`src/hdl/sdr_pkg.sv`:
```
// ----------------------------------------------------------------------------
// sdr_pkg: shared types and microcode for the seeded dice roller
// Request kinds, sequencer control word, control program and die-side table.
// ----------------------------------------------------------------------------
package sdr_pkg;

	localparam int unsigned DataW    = 16;
	localparam int unsigned PcW      = 3;
	localparam int unsigned DivSteps = DataW;
	localparam int unsigned DivCntW  = $clog2(DivSteps);

	typedef enum logic [2:0] {
		KIND_DRAW     = 3'd0,
		KIND_RANGE    = 3'd1,
		KIND_DICE     = 3'd2,
		KIND_TEMPLATE = 3'd3,
		KIND_LOAD     = 3'd4
	} kind_t;

	typedef enum logic [2:0] {
		JMP_NEXT,
		JMP_ALWAYS,
		JMP_REQ,
		JMP_DONE,
		JMP_DIV,
		JMP_OUT
	} jmp_t;

	typedef struct packed {
		jmp_t           jmp;
		logic [PcW-1:0] target;
		logic           accept;
		logic           mix;
		logic           div_step;
		logic           add;
		logic           emit;
	} uop_t;

	localparam logic [PcW-1:0] ADDR_FETCH = 3'd0;
	localparam logic [PcW-1:0] ADDR_CHECK = 3'd1;
	localparam logic [PcW-1:0] ADDR_MIX   = 3'd2;
	localparam logic [PcW-1:0] ADDR_DIV   = 3'd3;
	localparam logic [PcW-1:0] ADDR_ACC   = 3'd4;
	localparam logic [PcW-1:0] ADDR_EMIT  = 3'd5;

	localparam logic [DataW-1:0] TplCountMask = 16'hf000;
	localparam logic [DataW-1:0] TplCodeMask  = 16'h0f00;
	localparam logic [DataW-1:0] TplOffMask   = 16'h00ff;

	function automatic uop_t ucode(input logic [PcW-1:0] addr);
		uop_t u;
		u = '{jmp: JMP_ALWAYS, target: ADDR_FETCH, default: 1'b0};
		unique case (addr)
			ADDR_FETCH: begin
				u.jmp    = JMP_REQ;
				u.target = ADDR_EMIT;
				u.accept = 1'b1;
			end
			ADDR_CHECK: begin
				u.jmp    = JMP_DONE;
				u.target = ADDR_EMIT;
			end
			ADDR_MIX: begin
				u.jmp = JMP_NEXT;
				u.mix = 1'b1;
			end
			ADDR_DIV: begin
				u.jmp      = JMP_DIV;
				u.target   = ADDR_DIV;
				u.div_step = 1'b1;
			end
			ADDR_ACC: begin
				u.jmp    = JMP_ALWAYS;
				u.target = ADDR_CHECK;
				u.add    = 1'b1;
			end
			ADDR_EMIT: begin
				u.jmp    = JMP_OUT;
				u.target = ADDR_FETCH;
				u.emit   = 1'b1;
			end
			default: begin
				u.jmp    = JMP_ALWAYS;
				u.target = ADDR_FETCH;
			end
		endcase
		return u;
	endfunction

	function automatic logic [DataW-1:0] tpl_sides(input logic [3:0] code);
		logic [DataW-1:0] s;
		case (code)
			4'd1:    s = 16'd6;
			4'd2:    s = 16'd20;
			4'd3:    s = 16'd3;
			default: s = 16'd4;
		endcase
		return s;
	endfunction

	function automatic logic [DataW-1:0] rotl(input logic [DataW-1:0] v, input int unsigned k);
		return (v << k) | (v >> (DataW - k));
	endfunction

endpackage

```
`src/hdl/seeded_dice_roller.sv`:
```
// ----------------------------------------------------------------------------
// seeded_dice_roller: seeded 16-bit draw and dice generator
// A seed load or an unknown kind goes from fetch straight to emit; a roll
// of N dice (a draw is one die) loops once per die, then emits the total.
// Each die costs mix, 16 steps of the shared restoring remainder, accumulate.
// Throughput: one request at a time; the next is taken once the result sits
// in the output register. Reset clears both seeds, idles the sequencer.
// ----------------------------------------------------------------------------
module seeded_dice_roller (
	input  logic               clk,
	input  logic               arst_n,
	input  logic               req_valid,
	output logic               req_stall,
	input  logic [2:0]         kind,
	input  logic [15:0]        word_a,
	input  logic [15:0]        word_b,
	input  logic signed [15:0] offset,
	output logic               rsp_valid,
	input  logic               rsp_stall,
	output logic [15:0]        value,
	input  logic               cfg_valid,
	output logic               cfg_ready,
	input  logic [15:0]        cfg_data
);

	localparam int unsigned W = sdr_pkg::DataW;

	logic [sdr_pkg::PcW-1:0]     pc_q;
	logic [sdr_pkg::PcW-1:0]     pc_next;
	sdr_pkg::uop_t               uw;
	logic [W-1:0]                seed_q;
	logic [W-1:0]                tseed_q;
	logic [W-1:0]                cnt_q;
	logic [W-1:0]                dmag_q;
	logic                        mod_zero_q;
	logic [W-1:0]                acc_q;
	logic [W-1:0]                dq_q;
	logic [W-1:0]                rem_q;
	logic                        neg_q;
	logic [sdr_pkg::DivCntW-1:0] div_cnt_q;
	logic                        rsp_valid_q;
	logic [W-1:0]                value_q;

	logic         fire;
	logic         is_roll;
	logic         done;
	logic         out_free;
	logic [W-1:0] modv;
	logic [W-1:0] cntv;
	logic [W-1:0] basev;
	logic [W-1:0] mix_a;
	logic [W-1:0] mix_b;
	logic [W-1:0] mix_c;
	logic [W-1:0] mag;
	logic [W:0]   trial;
	logic [W:0]   diff;
	logic [W-1:0] rem_signed;

	assign uw        = sdr_pkg::ucode(pc_q);
	assign req_stall = !uw.accept;
	assign cfg_ready = uw.accept;
	assign fire      = req_valid && uw.accept;
	assign done      = (cnt_q == '0) || mod_zero_q;
	assign out_free  = !rsp_valid_q || !rsp_stall;
	assign rsp_valid = rsp_valid_q;
	assign value     = value_q;

	always_comb begin
		is_roll = 1'b1;
		modv    = '0;
		cntv    = '0;
		basev   = '0;
		case (sdr_pkg::kind_t'(kind))
			sdr_pkg::KIND_DRAW: begin
				modv = word_a;
				cntv = W'(1);
			end
			sdr_pkg::KIND_RANGE: begin
				modv  = word_b - word_a + W'(1);
				cntv  = W'(1);
				basev = word_a - W'(1);
			end
			sdr_pkg::KIND_DICE: begin
				modv  = word_b;
				cntv  = word_a;
				basev = $unsigned(offset);
			end
			sdr_pkg::KIND_TEMPLATE: begin
				modv  = sdr_pkg::tpl_sides(4'((word_a & sdr_pkg::TplCodeMask) >> 8));
				cntv  = (word_a & sdr_pkg::TplCountMask) >> 12;
				basev = {{(W-8){word_a[7]}}, 8'(word_a & sdr_pkg::TplOffMask)};
			end
			sdr_pkg::KIND_LOAD: begin
				is_roll = 1'b0;
				basev   = word_a;
			end
			default: begin
				is_roll = 1'b0;
			end
		endcase
	end

	always_comb begin
		mix_a      = sdr_pkg::rotl(seed_q ^ tseed_q, 2);
		mix_b      = mix_a + tseed_q;
		mix_c      = sdr_pkg::rotl(mix_b ^ seed_q, 3);
		mag        = mix_c[W-1] ? (W'(0) - mix_c) : mix_c;
		trial      = {rem_q, dq_q[W-1]};
		diff       = trial - {1'b0, dmag_q};
		rem_signed = neg_q ? (W'(0) - rem_q) : rem_q;
	end

	always_comb begin
		pc_next = pc_q + sdr_pkg::PcW'(1);
		case (uw.jmp)
			sdr_pkg::JMP_NEXT:   pc_next = pc_q + sdr_pkg::PcW'(1);
			sdr_pkg::JMP_ALWAYS: pc_next = uw.target;
			sdr_pkg::JMP_REQ:    pc_next = !fire ? pc_q :
			                               (is_roll ? pc_q + sdr_pkg::PcW'(1) : uw.target);
			sdr_pkg::JMP_DONE:   pc_next = done ? uw.target : pc_q + sdr_pkg::PcW'(1);
			sdr_pkg::JMP_DIV:    pc_next = (div_cnt_q != '0) ? uw.target
			                                                 : pc_q + sdr_pkg::PcW'(1);
			sdr_pkg::JMP_OUT:    pc_next = out_free ? uw.target : pc_q;
			default:             pc_next = sdr_pkg::ADDR_FETCH;
		endcase
	end

	always_ff @(posedge clk or negedge arst_n) begin
		if (!arst_n) begin
			pc_q        <= sdr_pkg::ADDR_FETCH;
			seed_q      <= '0;
			tseed_q     <= '0;
			rsp_valid_q <= 1'b0;
		end else begin
			pc_q <= pc_next;
			if (cfg_valid && cfg_ready) begin
				tseed_q <= cfg_data;
			end
			if (fire && (sdr_pkg::kind_t'(kind) == sdr_pkg::KIND_LOAD)) begin
				seed_q <= word_a;
			end
			if (uw.mix) begin
				seed_q <= mag + W'(1);
			end
			if (uw.emit && out_free) begin
				rsp_valid_q <= 1'b1;
			end else if (!rsp_stall) begin
				rsp_valid_q <= 1'b0;
			end
		end
	end

	always_ff @(posedge clk) begin
		if (fire) begin
			cnt_q      <= cntv;
			dmag_q     <= modv[W-1] ? (W'(0) - modv) : modv;
			mod_zero_q <= (modv == '0);
			acc_q      <= basev;
		end
		if (uw.mix) begin
			cnt_q     <= cnt_q - W'(1);
			dq_q      <= mag;
			rem_q     <= '0;
			neg_q     <= mag[W-1];
			div_cnt_q <= sdr_pkg::DivCntW'(sdr_pkg::DivSteps - 1);
		end
		if (uw.div_step) begin
			dq_q      <= dq_q << 1;
			rem_q     <= diff[W] ? trial[W-1:0] : diff[W-1:0];
			div_cnt_q <= div_cnt_q - sdr_pkg::DivCntW'(1);
		end
		if (uw.add) begin
			acc_q <= acc_q + rem_signed + W'(1);
		end
		if (uw.emit && out_free) begin
			value_q <= acc_q;
		end
	end

	a_seed_hold: assert property (@(posedge clk) disable iff (!arst_n)
		(!uw.mix && !fire) |=> $stable(seed_q))
		else $error("seed changed outside a draw or a load");

	a_rsp_from_emit: assert property (@(posedge clk) disable iff (!arst_n)
		$rose(rsp_valid_q) |-> ($past(pc_q) == sdr_pkg::ADDR_EMIT))
		else $error("result raised outside the emit step");

	a_rem_bound: assert property (@(posedge clk) disable iff (!arst_n)
		(pc_q == sdr_pkg::ADDR_ACC) |-> (rem_q < dmag_q))
		else $error("remainder not below modulus magnitude");

	a_no_stall_drop: assert property (@(posedge clk) disable iff (!arst_n)
		(rsp_valid_q && rsp_stall) |=> (rsp_valid_q && $stable(value_q)))
		else $error("stalled result lost or changed");

endmodule

```
`config.mk`:
```
export PLATFORM = sky130hd
export DESIGN_NAME = seeded_dice_roller
export DESIGN_NICKNAME = d
export VERILOG_FILES = /design/src/hdl/sdr_pkg.sv /design/src/hdl/seeded_dice_roller.sv
export SDC_FILE = /design/constraint.sdc
export NUM_CORES = 1
export LEC_CHECK = 0
export ABC_AREA = 1
export BUFFER_PORTS_ARGS = -buffer_cell sky130_fd_sc_hd__buf_2
export CAP_MARGIN = 20
export CORE_ASPECT_RATIO = 0.6
export CORE_MARGIN = 2
export CORE_UTILIZATION = 30
export CTS_CLUSTER_SIZE = 25
export DETAILED_ROUTE_END_ITERATION = 16
export REMOVE_ABC_BUFFERS = 1
export SLEW_MARGIN = 0
export SYNTH_ARGS = -nofsm -noshare
export SYNTH_HDL_FRONTEND = slang
export SYNTH_SLANG_ARGS = --single-unit
```
`constraint.sdc`:
```
create_clock -name clk -period 4 [get_ports clk]
set_clock_uncertainty 0.2 [all_clocks]
set_input_delay 0.4 -clock clk [delete_from_list [all_inputs] [get_ports clk]]
set_output_delay 0.4 -clock clk [all_outputs]
set_load 0.005 [all_outputs]
```
# Word level (Yosys, flattened, before mapping)

Index checks and enable logic that the tools add are counted.

Output and inout bits: 19
Bits of input ports: 72
Word-level logic and storage cells: 112
Register bits: 138

$add $sub $neg: 14
Mux-type cells: 36
Equality and inequality tests: 20
Reduce and logical (&&, ||, !) cells: 23
Bitwise gates (word level): 4

Operators with widths:

| kind                  | number |
|---|---|
| $mux 16               | 13 |
| $pmux 16 s4           | 2 |
| $add 16x1->16 const B | 3 |
| $pmux 16 s3           | 1 |
| $sub 1x16->16 const A | 3 |
| $add 16x16->16        | 2 |
| $logic_not 16->1      | 2 |
| $sub 16x1->16 const B | 2 |
| $xor 16x16->16        | 2 |
| $eq 3x2->1 const B    | 6 |
| $pmux 3 s6            | 1 |
| $sub 17x16->17        | 1 |
| $or 16x2->16          | 1 |
| $or 16x3->16          | 1 |
| $sub 16x16->16        | 1 |
| $eq 3x3->1 const B    | 5 |
| $mux 15               | 1 |
| $mux 3                | 5 |
| $pmux 3 s5            | 1 |
| $pmux 5 s3            | 1 |
| $eq 3x1->1 const B    | 3 |
| $logic_not 3->1       | 3 |
| $pmux 3 s3            | 1 |
| $eq 4x2->1 const B    | 2 |
| 15 further kinds      | 34 |

# Longest topological paths before layout

Gate-level depths: netlist of the first run.

Depth in word-level cells: 9
Depth in mapped cells: 27
Mapped depth without buffers: 27

# Worst setup path after synthesis of the first run

Ideal clock, no wire load.

Path kind: reg2reg
Start point: register seed_q[14]
End point: register seed_q[14]
Clock period less this slack: 3.350 ns
Arrival: 3.028 ns
Data required time: 3.678 ns
Path slack: 0.650 ns
Setup time: 0.122 ns
Buffers on the path: 0
Cell stages (with the launch flop): 26
Cells stage by stage: dfrtp_1 xor2_1 ha_1 inv_1 fa_1 inv_1 nand2_1 nand3_2 nand2_1 nand3_2 nand2_4 ha_1 inv_1 nand2_1 nand2_2 inv_1 ha_1 inv_1 nor2_1 nand2_2 nor2_4 nand3_1 nor2_1 nand3_1 nand3_1 a21oi_2

Longest elaborated chain between the ends: 9

Ends and longest elaborated chain:

| what                   | RTL line                  | source |
|---|---|---|
| start, declared        | seeded_dice_roller.sv:31  | `logic [W-1:0] seed_q;` |
| start signal, assigned | seeded_dice_roller.sv:140 | `seed_q <= word_a;` |
| start signal, assigned | seeded_dice_roller.sv:143 | `seed_q <= mag + W'(1);` |
| $xor 16x16->16         | seeded_dice_roller.sv:104 | `mix_a = sdr_pkg::rotl(seed_q ^ tseed_q, 2);` |
| $or 16x2->16           | sdr_pkg.sv:102            | `return (v << k) \| (v >> (DataW - k));` |
| $add 16x16->16         | seeded_dice_roller.sv:105 | `mix_b = mix_a + tseed_q;` |
| $xor 16x16->16 *       | seeded_dice_roller.sv:106 | `mix_c = sdr_pkg::rotl(mix_b ^ seed_q, 3);` |
| $or 16x3->16 *         | sdr_pkg.sv:102            |  |
| $sub 1x16->16          | seeded_dice_roller.sv:107 | `mag = mix_c[W-1] ? (W'(0) - mix_c) : mix_c;` |
| $mux 16 *              | seeded_dice_roller.sv:107 |  |
| $add 16x1->16 *        | seeded_dice_roller.sv:143 |  |
| $mux 16 *              | seeded_dice_roller.sv:142 | `if (uw.mix) begin` |

Every way passes the cells marked *; elsewhere a longest branch is shown, timed or not.
A chain may end at the register's enable or synchronous reset.

# Final worst setup path of the first run

Start point: register seed_q[7]
End point: register seed_q[14]

The elaborated chain is that of the path after synthesis.

==> results.toml, run 1 <==
[outcome]
outcome = "finished, final reports clean"

[timing]
worst-slew-pin-transition_ns = 0.956
setup_tns_ns = 0
hold_violations = 0
fin_ws_ns = 0.125
post-route-period-util_pct = 96.9
max_slew_margin_pct = 35.7
min_period_ns = 3.87
drv_slew = 0
rsz0062_at_grt = "yes"
fmax_mhz = 258
setup_viol = 0

[setup_path]
cpLargestDelayFamily = "simple AND/OR/NAND/NOR gates"
arrival_ns = 4.05
timing.rr.start = "seed_q[7]"
crit_type = "flop to flop"
path_common_cell = "nand2_1"
reg2reg_depth = 24
rr_endpoint = "seed_q[14]"
worst-path-buf-inv = 4
startpoint_type = "flop"
end_kind = "flop"
path_cells = "xor2_1 -> ha_2 -> nand2_2 -> inv_1 -> nand2_1 -> nand2_1 -> a21oi_2 -> nand2_1 -> nand2_1 -> nand2_4 -> ha_2 -> inv_1 -> nand2_1 -> nand2_2 -> inv_1 -> ha_2 -> inv_1 -> nor2_2 -> nand2_2 -> nor2_4 -> nand4_1 -> o21ai_2 -> nand3_2 -> a21oi_2"
r2r_slack_ns = 0.13
cp.required_ns = 4.18
worst-path-max-fanout = 7
max_stage_delay_ns = 0.43
slowest_stage = "dfrtp_1"

[detailed_routing]
drt_pre_antenna_iters = 5
drtIter0Drc = 1355
met2_length_um = 15400
avgViaCountPerCell = 5.04
wl_per_cell_um = 17.7
vias = 11600
drc_errors = 0
ant_nets = 0
wl_um = 40700
met1_length_um = 20200
wl_met3_um = 4300
maxUsedRoutingLayer = "met4"

[cts]
cts_num_sinks = 138
numCtsBuffers = 17
cts_tree = "yes"
cts_root_buf = "clkbuf_16"
path_clk_slew_ns = 0.06
h-tree-depth = 4
clock_path_buffers = 2
clk-insertion-delay-late_ns = 0.45

[yosys]
ys_types = 68
ys_seq_area_share_pct = 32.6
syn_avg_cell_area_um2 = 7.57
synth-edff-count = 101
ys_warn_count = 0
ys_ff_latch = 138
ys.flop_type = "edfxtp_1"
synthArstFlopShare_pct = 26.1
netlist_instances = 1605
mappedNetlistArea_um2 = 12100

[global_route]
grt_pass1_vias = 10300
overflow = 0
grt_usage_pct = 19.2
grt_pass1_wl_um = 61600
antenna_found_initial = 6
grt_max_degree = 37

[hold_path]
hp-start = "cfg_data[1]"
hold_path_class = "input pin to flop"
worstHoldEndpoint = "tseed_q[1]"
holdPathStages = 3

[floorplan]
core_region_area_um2 = 40200
dieWidth_um = 264
start_util_pct = 30.2
die_y_um = 160
io_pins = 91
dieArea_um2 = 42200
core.rowCount = 57

[place]
dp_hpwl_um = 32700
gp_congestion = 0.966
pre_cts_slack_ns = 0.109
port_buffers = 90
dp_cells = 2225

[layout]
seq_area_um2 = 3960
n_fill_cell = 4191
areaGrowthSynthToFinish_pct = 19.4
instances_no_fill = 2295
multiInputGateArea_um2 = 7380
layout-drive-gt1-share_pct = 18.5
nets = 1910
final_util_pct = 36.1

[flow_run]
drv_cap = 0
flip-flops by register name (all words and copies together), names as in the netlist:
| register | cells |
|---|---|
| tseed_q | 16 |
| acc_q | 16 |
| rsp_valid | 1 |
| pc_q | 3 |
| dq_q | 16 |
| dmag_q | 16 |
| value | 16 |
| neg_q | 1 |
| div_cnt_q | 4 |
| seed_q | 16 |
| mod_zero_q | 1 |
| rem_q | 16 |
| cnt_q | 16 |
worst reg2reg max path: cells and delay by family, from the launching register on:
family | cells | cell delay [ns]
buffers and inverters | 4 | 0.22
XOR/XNOR | 1 | 0.25
flip-flops | 1 | 0.43
adder cells (fa/ha/maj) | 3 | 0.84
AND/OR/NAND/NOR | 13 | 1.34
AO/OA/AOI/OAI | 3 | 0.53
per-layer routing:
| metal | global-route usage (%) | up-vias |
|---|---|---|
| li1 | - | 5693 |
| met3 | 5.34 | 38 |
| met1 | 30.1 | 5327 |
| met5 | 0 | - |
| met4 | 5.42 | 0 |
| met2 | 24.9 | 516 |
Yosys cell counts (all sizes together), types with 7 or more instances:
master | instances | share of area [%]
clkbuf | 18 | 0.56
o31ai | 10 | 0.62
dfrtp | 36 | 7.4
o21ai | 117 | 4.8
nand4 | 18 | 0.98
a31oi | 14 | 0.72
a221oi | 7 | 0.61
buf | 12 | 0.56
nor3 | 30 | 1.5
a22oi | 8 | 0.49
o22ai | 9 | 0.46
nor2 | 150 | 5.1
xor2 | 64 | 4.7
edfxtp | 101 | 25
inv | 239 | 7.4
nand2 | 379 | 13
xnor2 | 25 | 1.8
a21oi | 119 | 5.1
nand3 | 82 | 4.0
mux2 | 15 | 1.4
ha | 88 | 9.1
cells in the final DEF (no fill, tap or decap), types with 24 or more instances in the layout:
cell / netlist / routed
edfxtp_1: 101 / 101
nand2_1: 343 / 330
nand2_2: 23 / 36
dfrtp_1: 36 / 29
nand3_1: 70 / 69
nor3_1: 26 / 25
a21oi_1: 113 / 110
nor2_1: 144 / 139
xnor2_1: 25 / 24
ha_1: 88 / 79
buf_2: 6 / 90
xor2_1: 63 / 58
buf_4: 0 / 46
o21ai_0: 108 / 107
inv_1: 220 / 217
how the worst max path moves through the flow:
stage	start	end	slack [ns]	cells after the start
after floorplan	seed_q[14]	seed_q[14]	0.63	24
after global placement	word_a[4]	dmag_q[8]	0.16	18
after detailed placement	seed_q[14]	seed_q[14]	0.11	24
after CTS	seed_q[14]	seed_q[14]	0.05	24
after global routing	seed_q[3]	seed_q[14]	-0.1	23
final	seed_q[7]	seed_q[14]	0.13	24
cell type report:
class / instances / share of cell area [%]
antenna: 5 / 0.0863
multi-input combinational: 1195 / 50.9
clock inverter: 15 / 1.32
sequential: 138 / 27.3
clock buffer: 17 / 2.93
timing repair buffer: 152 / 6.59
inverter: 242 / 6.31
tap: 531 / 4.58
per-stage QoR:
stage	area (µm²)	hold WS, ns
after floorplan	12000	-0.0956
after global placement	13300	0.248
after CTS	14100	0.0400
after global routing	14500	0.0581
after detailed placement	13300	0.251
final	14500	0.0520
kinds of logic after synthesis:
logic type	after synthesis	share of synthesized area, %
fa+ha+maj	92	9.73
mux	17	1.56
compound gates	322	15.5
simple gates	675	25.6
flops	138	32.6
buf+inv	272	8.65
xor+xnor	89	6.48
repair_timing:
| item | CTS | global route |
|---|---|---|
| gates resized for setup | 0 | 59 |
| hold buffers | 16 | 0 |
| hold endpoints to repair | 51 | 0 |
| setup buffers | 0 | 17 |
| setup endpoints to repair | 0 | 16 |
Power of run 1 is left out: the tool's default activity adds up to more than one toggle a clock period on the data nets, which glitch-free logic cannot reach.
==> inputs of run 2 (changes only) <==
--- a/config.mk
+++ b/config.mk
@@ -13,6 +13,7 @@
 export CORE_UTILIZATION = 30
 export CTS_CLUSTER_SIZE = 25
 export DETAILED_ROUTE_END_ITERATION = 16
+export PLACE_DENSITY = 0.5
 export REMOVE_ABC_BUFFERS = 1
 export SLEW_MARGIN = 0
 export SYNTH_ARGS = -nofsm -noshare
==> run 2 against run 1 <==
  * Global-route usage up 0.28 points
  * Largest cell class unchanged
  * Final area fell by 1.1%
  * Critical endpoint unchanged
  * Clock-buffer cell count unchanged
  * Fmax rose by 0.18%
  * Hold slack got worse by 0.0011 ns
  * Sequential share of layout area up 0.30 points
  * Critical path depth is 2 higher
  * Cell count shrank 0.13%
==> results.toml, run 2 (synthesis results as in run 1) <==
[setup_path]
worst-path-buf-inv = 4
timing.rr.start = "seed_q[8]"
arrival_ns = 4.00
startpoint_type = "flop"
rr_endpoint = "seed_q[14]"
end_kind = "flop"
worst-path-max-fanout = 6
r2r_slack_ns = 0.13
slowest_stage = "dfrtp_2"
path_common_cell = "nand2_1"
cp.required_ns = 4.13
crit_type = "flop to flop"
max_stage_delay_ns = 0.44
cpLargestDelayFamily = "simple AND/OR/NAND/NOR gates"
reg2reg_depth = 26

[detailed_routing]
wl_um = 41800
wl_per_cell_um = 18.3
drc_errors = 0
avgViaCountPerCell = 5.01
vias = 11500
drt_pre_antenna_iters = 5
drtIter0Drc = 1299
ant_nets = 0

[floorplan]
io_pins = 91
dieArea_um2 = 42200
dieWidth_um = 264
core_region_area_um2 = 40200
die_y_um = 160
core.rowCount = 57
start_util_pct = 30.2

[timing]
setup_tns_ns = 0
min_period_ns = 3.87
drv_slew = 0
fmax_mhz = 259
rsz0062_at_grt = "yes"
post-route-period-util_pct = 96.7
hold_violations = 0
max_slew_margin_pct = 31.6
worst-slew-pin-transition_ns = 1.02
setup_viol = 0
fin_ws_ns = 0.132

[cts]
clk-insertion-delay-late_ns = 0.45
cts_root_buf = "clkbuf_16"
path_clk_slew_ns = 0.07
h-tree-depth = 4
numCtsBuffers = 17
clock_path_buffers = 2
cts_num_sinks = 138
cts_tree = "yes"

[global_route]
use_met1_pct = 32.0
grtUsageMet3_pct = 5.15
overflow = 0
grt_busiest_layer = "met1"
grt_pass1_vias = 10200
grt_pass1_wl_um = 62200
grt_usage_pct = 19.5
antenna_found_initial = 1
grt_max_degree = 37
met2_usage_pct = 24.3

[layout]
areaGrowthSynthToFinish_pct = 18.1
layout-drive-gt1-share_pct = 18.1
layout_commonest_cell = "nand2_1"
stdcell_area_um2 = 14300
layout_common_cells = "nand2_1 (331), inv_1 (217), nor2_1 (141), a21oi_1 (110), o21ai_0 (107)"
nets = 1911
n_fill_cell = 4293

[place]
port_buffers = 90
place_area_um2 = 13300
dp_hpwl_um = 33900
gp_congestion = 0.975
pre_cts_slack_ns = 0.150

[hold_path]
holdPathStages = 2
hp-start = "cfg_data[0]"
worstHoldEndpoint = "tseed_q[0]"
hold_path_class = "input pin to flop"

[outcome]
outcome = "finished, final reports clean"

[flow_run]
drv_cap = 0
-- run 2: cell count changes in the layout (fill, tap and decap cells not counted), sizes merged --
cell	before	now
diode	5	1
clkinvlp	2	4
buf	136	137
inv	243	248
bufinv	3	0
clkinv	9	5
-- run 2: per-layer routing --
layer	wire, µm	vias up
met5	0	-
met4	573	0
met3	3470	29
met2	15200	372
met1	22600	5412
li1	-	5675
-- run 2: how the worst max path moves through the flow --
stage,end,cells after the start,slack [ns],from
after CTS,acc_q[14],19,0.14,rem_q[0]
final,seed_q[14],26,0.13,seed_q[8]
after floorplan,seed_q[14],24,0.63,seed_q[14]
after detailed placement,acc_q[14],19,0.15,rem_q[0]
after global routing,seed_q[14],26,-0.08,tseed_q[7]
after global placement,acc_q[14],18,0.16,rem_q[0]
-- run 2: stage by stage --
step                hold slack (ns)  std cells  util, %
finish                       0.0508       2292     35.7
global route                 0.0335       2291     35.7
global placement              0.259       2225     33.2
floorplan                   -0.0956       1575        -
CTS                          0.0354       2273     35.0
detailed placement            0.254       2225     33.2
-- run 2: area by class of cell --
cell class	instances	area, µm²	area share [%]
antenna	1	2.50	0.0174
clock buffer	17	425	2.97
clock inverter	15	131	0.916
inverter	242	916	6.38
multi-input combinational	1195	7280	50.7
sequential	138	3960	27.6
tap	531	664	4.63
timing repair buffer	153	963	6.72
-- run 2: repair_timing --
action	CTS	global route
setup endpoints to repair	0	14
gates resized for setup	0	49
endpoints found under the hold margin	51	0
hold buffers	16	0
buffers inserted	0	18
Power of run 2 is left out for the same reason.
==> inputs of run 3 (changes only) <==
--- a/config.mk
+++ b/config.mk
@@ -13,6 +13,7 @@
 export CORE_UTILIZATION = 30
 export CTS_CLUSTER_SIZE = 25
 export DETAILED_ROUTE_END_ITERATION = 16
+export MAX_ROUTING_LAYER = met4
 export PLACE_DENSITY = 0.5
 export REMOVE_ABC_BUFFERS = 1
 export SLEW_MARGIN = 0
==> run 3 against run 2 <==
  * Final area rose by 0.38%
  * Clock-buffer cell count unchanged
  * Via count is 1.1% lower
  * Core utilization increased by 0.14 points
  * Die area did not move
  * Sequential cell count stayed put
  * Global-route usage up 0.64 points
  * Routed wire length decreased by 1.1%
  * First-iteration DRC count is 10% lower
  * Critical path type unchanged
==> results.toml, run 3 (synthesis results as in run 1) <==
[layout]
seq_area_um2 = 3960
layout_commonest_cell = "nand2_1"
areaGrowthSynthToFinish_pct = 18.6
layout-drive-gt1-share_pct = 18.1
nets = 1917
layout_common_cells = "nand2_1 (331), inv_1 (217), nor2_1 (141), a21oi_1 (110), o21ai_0 (107)"
multiInputGateArea_um2 = 7280
n_fill_cell = 4301

[cts]
cts_num_sinks = 138
h-tree-depth = 4
numCtsBuffers = 17
cts_tree = "yes"
clock_path_buffers = 2
cts_root_buf = "clkbuf_16"
path_clk_slew_ns = 0.07
clk-insertion-delay-late_ns = 0.44

[place]
pre_cts_slack_ns = 0.0997
dp_hpwl_um = 33800
gp_congestion = 0.956
port_buffers = 90

[setup_path]
cpLargestDelayFamily = "simple AND/OR/NAND/NOR gates"
worst-path-buf-inv = 4
end_kind = "flop"
path_cells = "xor2_1 -> ha_1 -> nand2_2 -> nor2_4 -> and2_1 -> nand2_1 -> nand3_1 -> nand2_4 -> ha_2 -> inv_1 -> nand2_1 -> nand2_2 -> inv_1 -> ha_2 -> inv_1 -> nor2_2 -> nand2_2 -> nor2_4 -> inv_1 -> o211ai_1 -> a31oi_1"
worst-path-max-fanout = 5
cp.required_ns = 4.09
arrival_ns = 3.93
slowest_stage = "dfrtp_1"
startpoint_type = "flop"
max_stage_delay_ns = 0.45
reg2reg_depth = 21
path_depth = 21
path_common_cell = "inv_1"
crit_type = "flop to flop"

[timing]
max_slew_margin_pct = 30.6
setup_viol = 0
fmax_mhz = 260
hold_violations = 0
drv_slew = 0
worst-slew-pin-transition_ns = 1.03
fin_ws_ns = 0.159
min_period_ns = 3.84
post-route-period-util_pct = 96.0

[outcome]
outcome = "finished, final reports clean"

[floorplan]
dieArea_um2 = 42200
die_y_um = 160
start_util_pct = 30.2
dieWidth_um = 264
core.rowCount = 57
core_region_area_um2 = 40200
io_pins = 91

[detailed_routing]
wl_per_cell_um = 18.0
drt_pre_antenna_iters = 6
vias = 11400
drc_errors = 0
ant_nets = 0
drtIter0Drc = 1165
avgViaCountPerCell = 4.95
wl_um = 41400

[flow_run]
drv_cap = 0

[hold_path]
holdPathStages = 2
hold_path_class = "input pin to flop"

[global_route]
grt_usage_pct = 20.1
antenna_found_initial = 2
grt_pass1_wl_um = 62500
grt_pass1_vias = 10300
grt_max_degree = 37
overflow = 0
-- run 3: final cells by class --
type                    count  share of cell area (%)
well taps                 531                    4.61
repair buffers            159                    7.00
flip-flops and latches    138                    27.5
multi-input cells        1195                    50.6
clock inverters            15                   0.973
inverters                 242                    6.36
clock buffers              17                    2.95
diodes                      1                  0.0174
-- run 3: worst paths after layout --
check	start	end	slack (ns)
max in group asynchronous	arst_n	seed_q[10]	2.41
max reg2reg	seed_q[9]	seed_q[6]	0.16
min reg2reg	acc_q[14]	value[14]	0.27
min	cfg_data[0]	tseed_q[0]	0.03
max	seed_q[9]	seed_q[6]	0.16
min in group asynchronous	arst_n	tseed_q[6]	0.50
-- run 3: metrics by stage --
stage | setup TNS [ns] | hold slack [ns] | util, % | instances | area, µm²
after floorplan | 0 | -0.0956 | - | 1575 | 12000
after global placement | 0 | 0.255 | 33.2 | 2227 | 13400
after detailed placement | 0 | 0.255 | 33.2 | 2227 | 13400
after CTS | 0 | 0.00706 | 35.0 | 2275 | 14100
after global routing | -0.0259 | 0.00372 | 35.8 | 2298 | 14400
final | 0 | 0.0274 | 35.8 | 2298 | 14400
-- run 3: timing repair --
item                                   CTS  global route
resized for setup                        0            44
setup endpoints to repair                0            16
buffers inserted                         0            22
hold buffers                            16             0
endpoints found under the hold margin   51             0
-- run 3: metal layers --
metal,vias to the layer above,GRT usage [%],share of wire [%]
met5,-,-,0
met4,0,4.44,1.5
met3,27,4.75,7.0
met1,5306,32.6,56
met2,332,23.9,36
li1,5701,-,-
Power of run 3 is left out for the same reason.
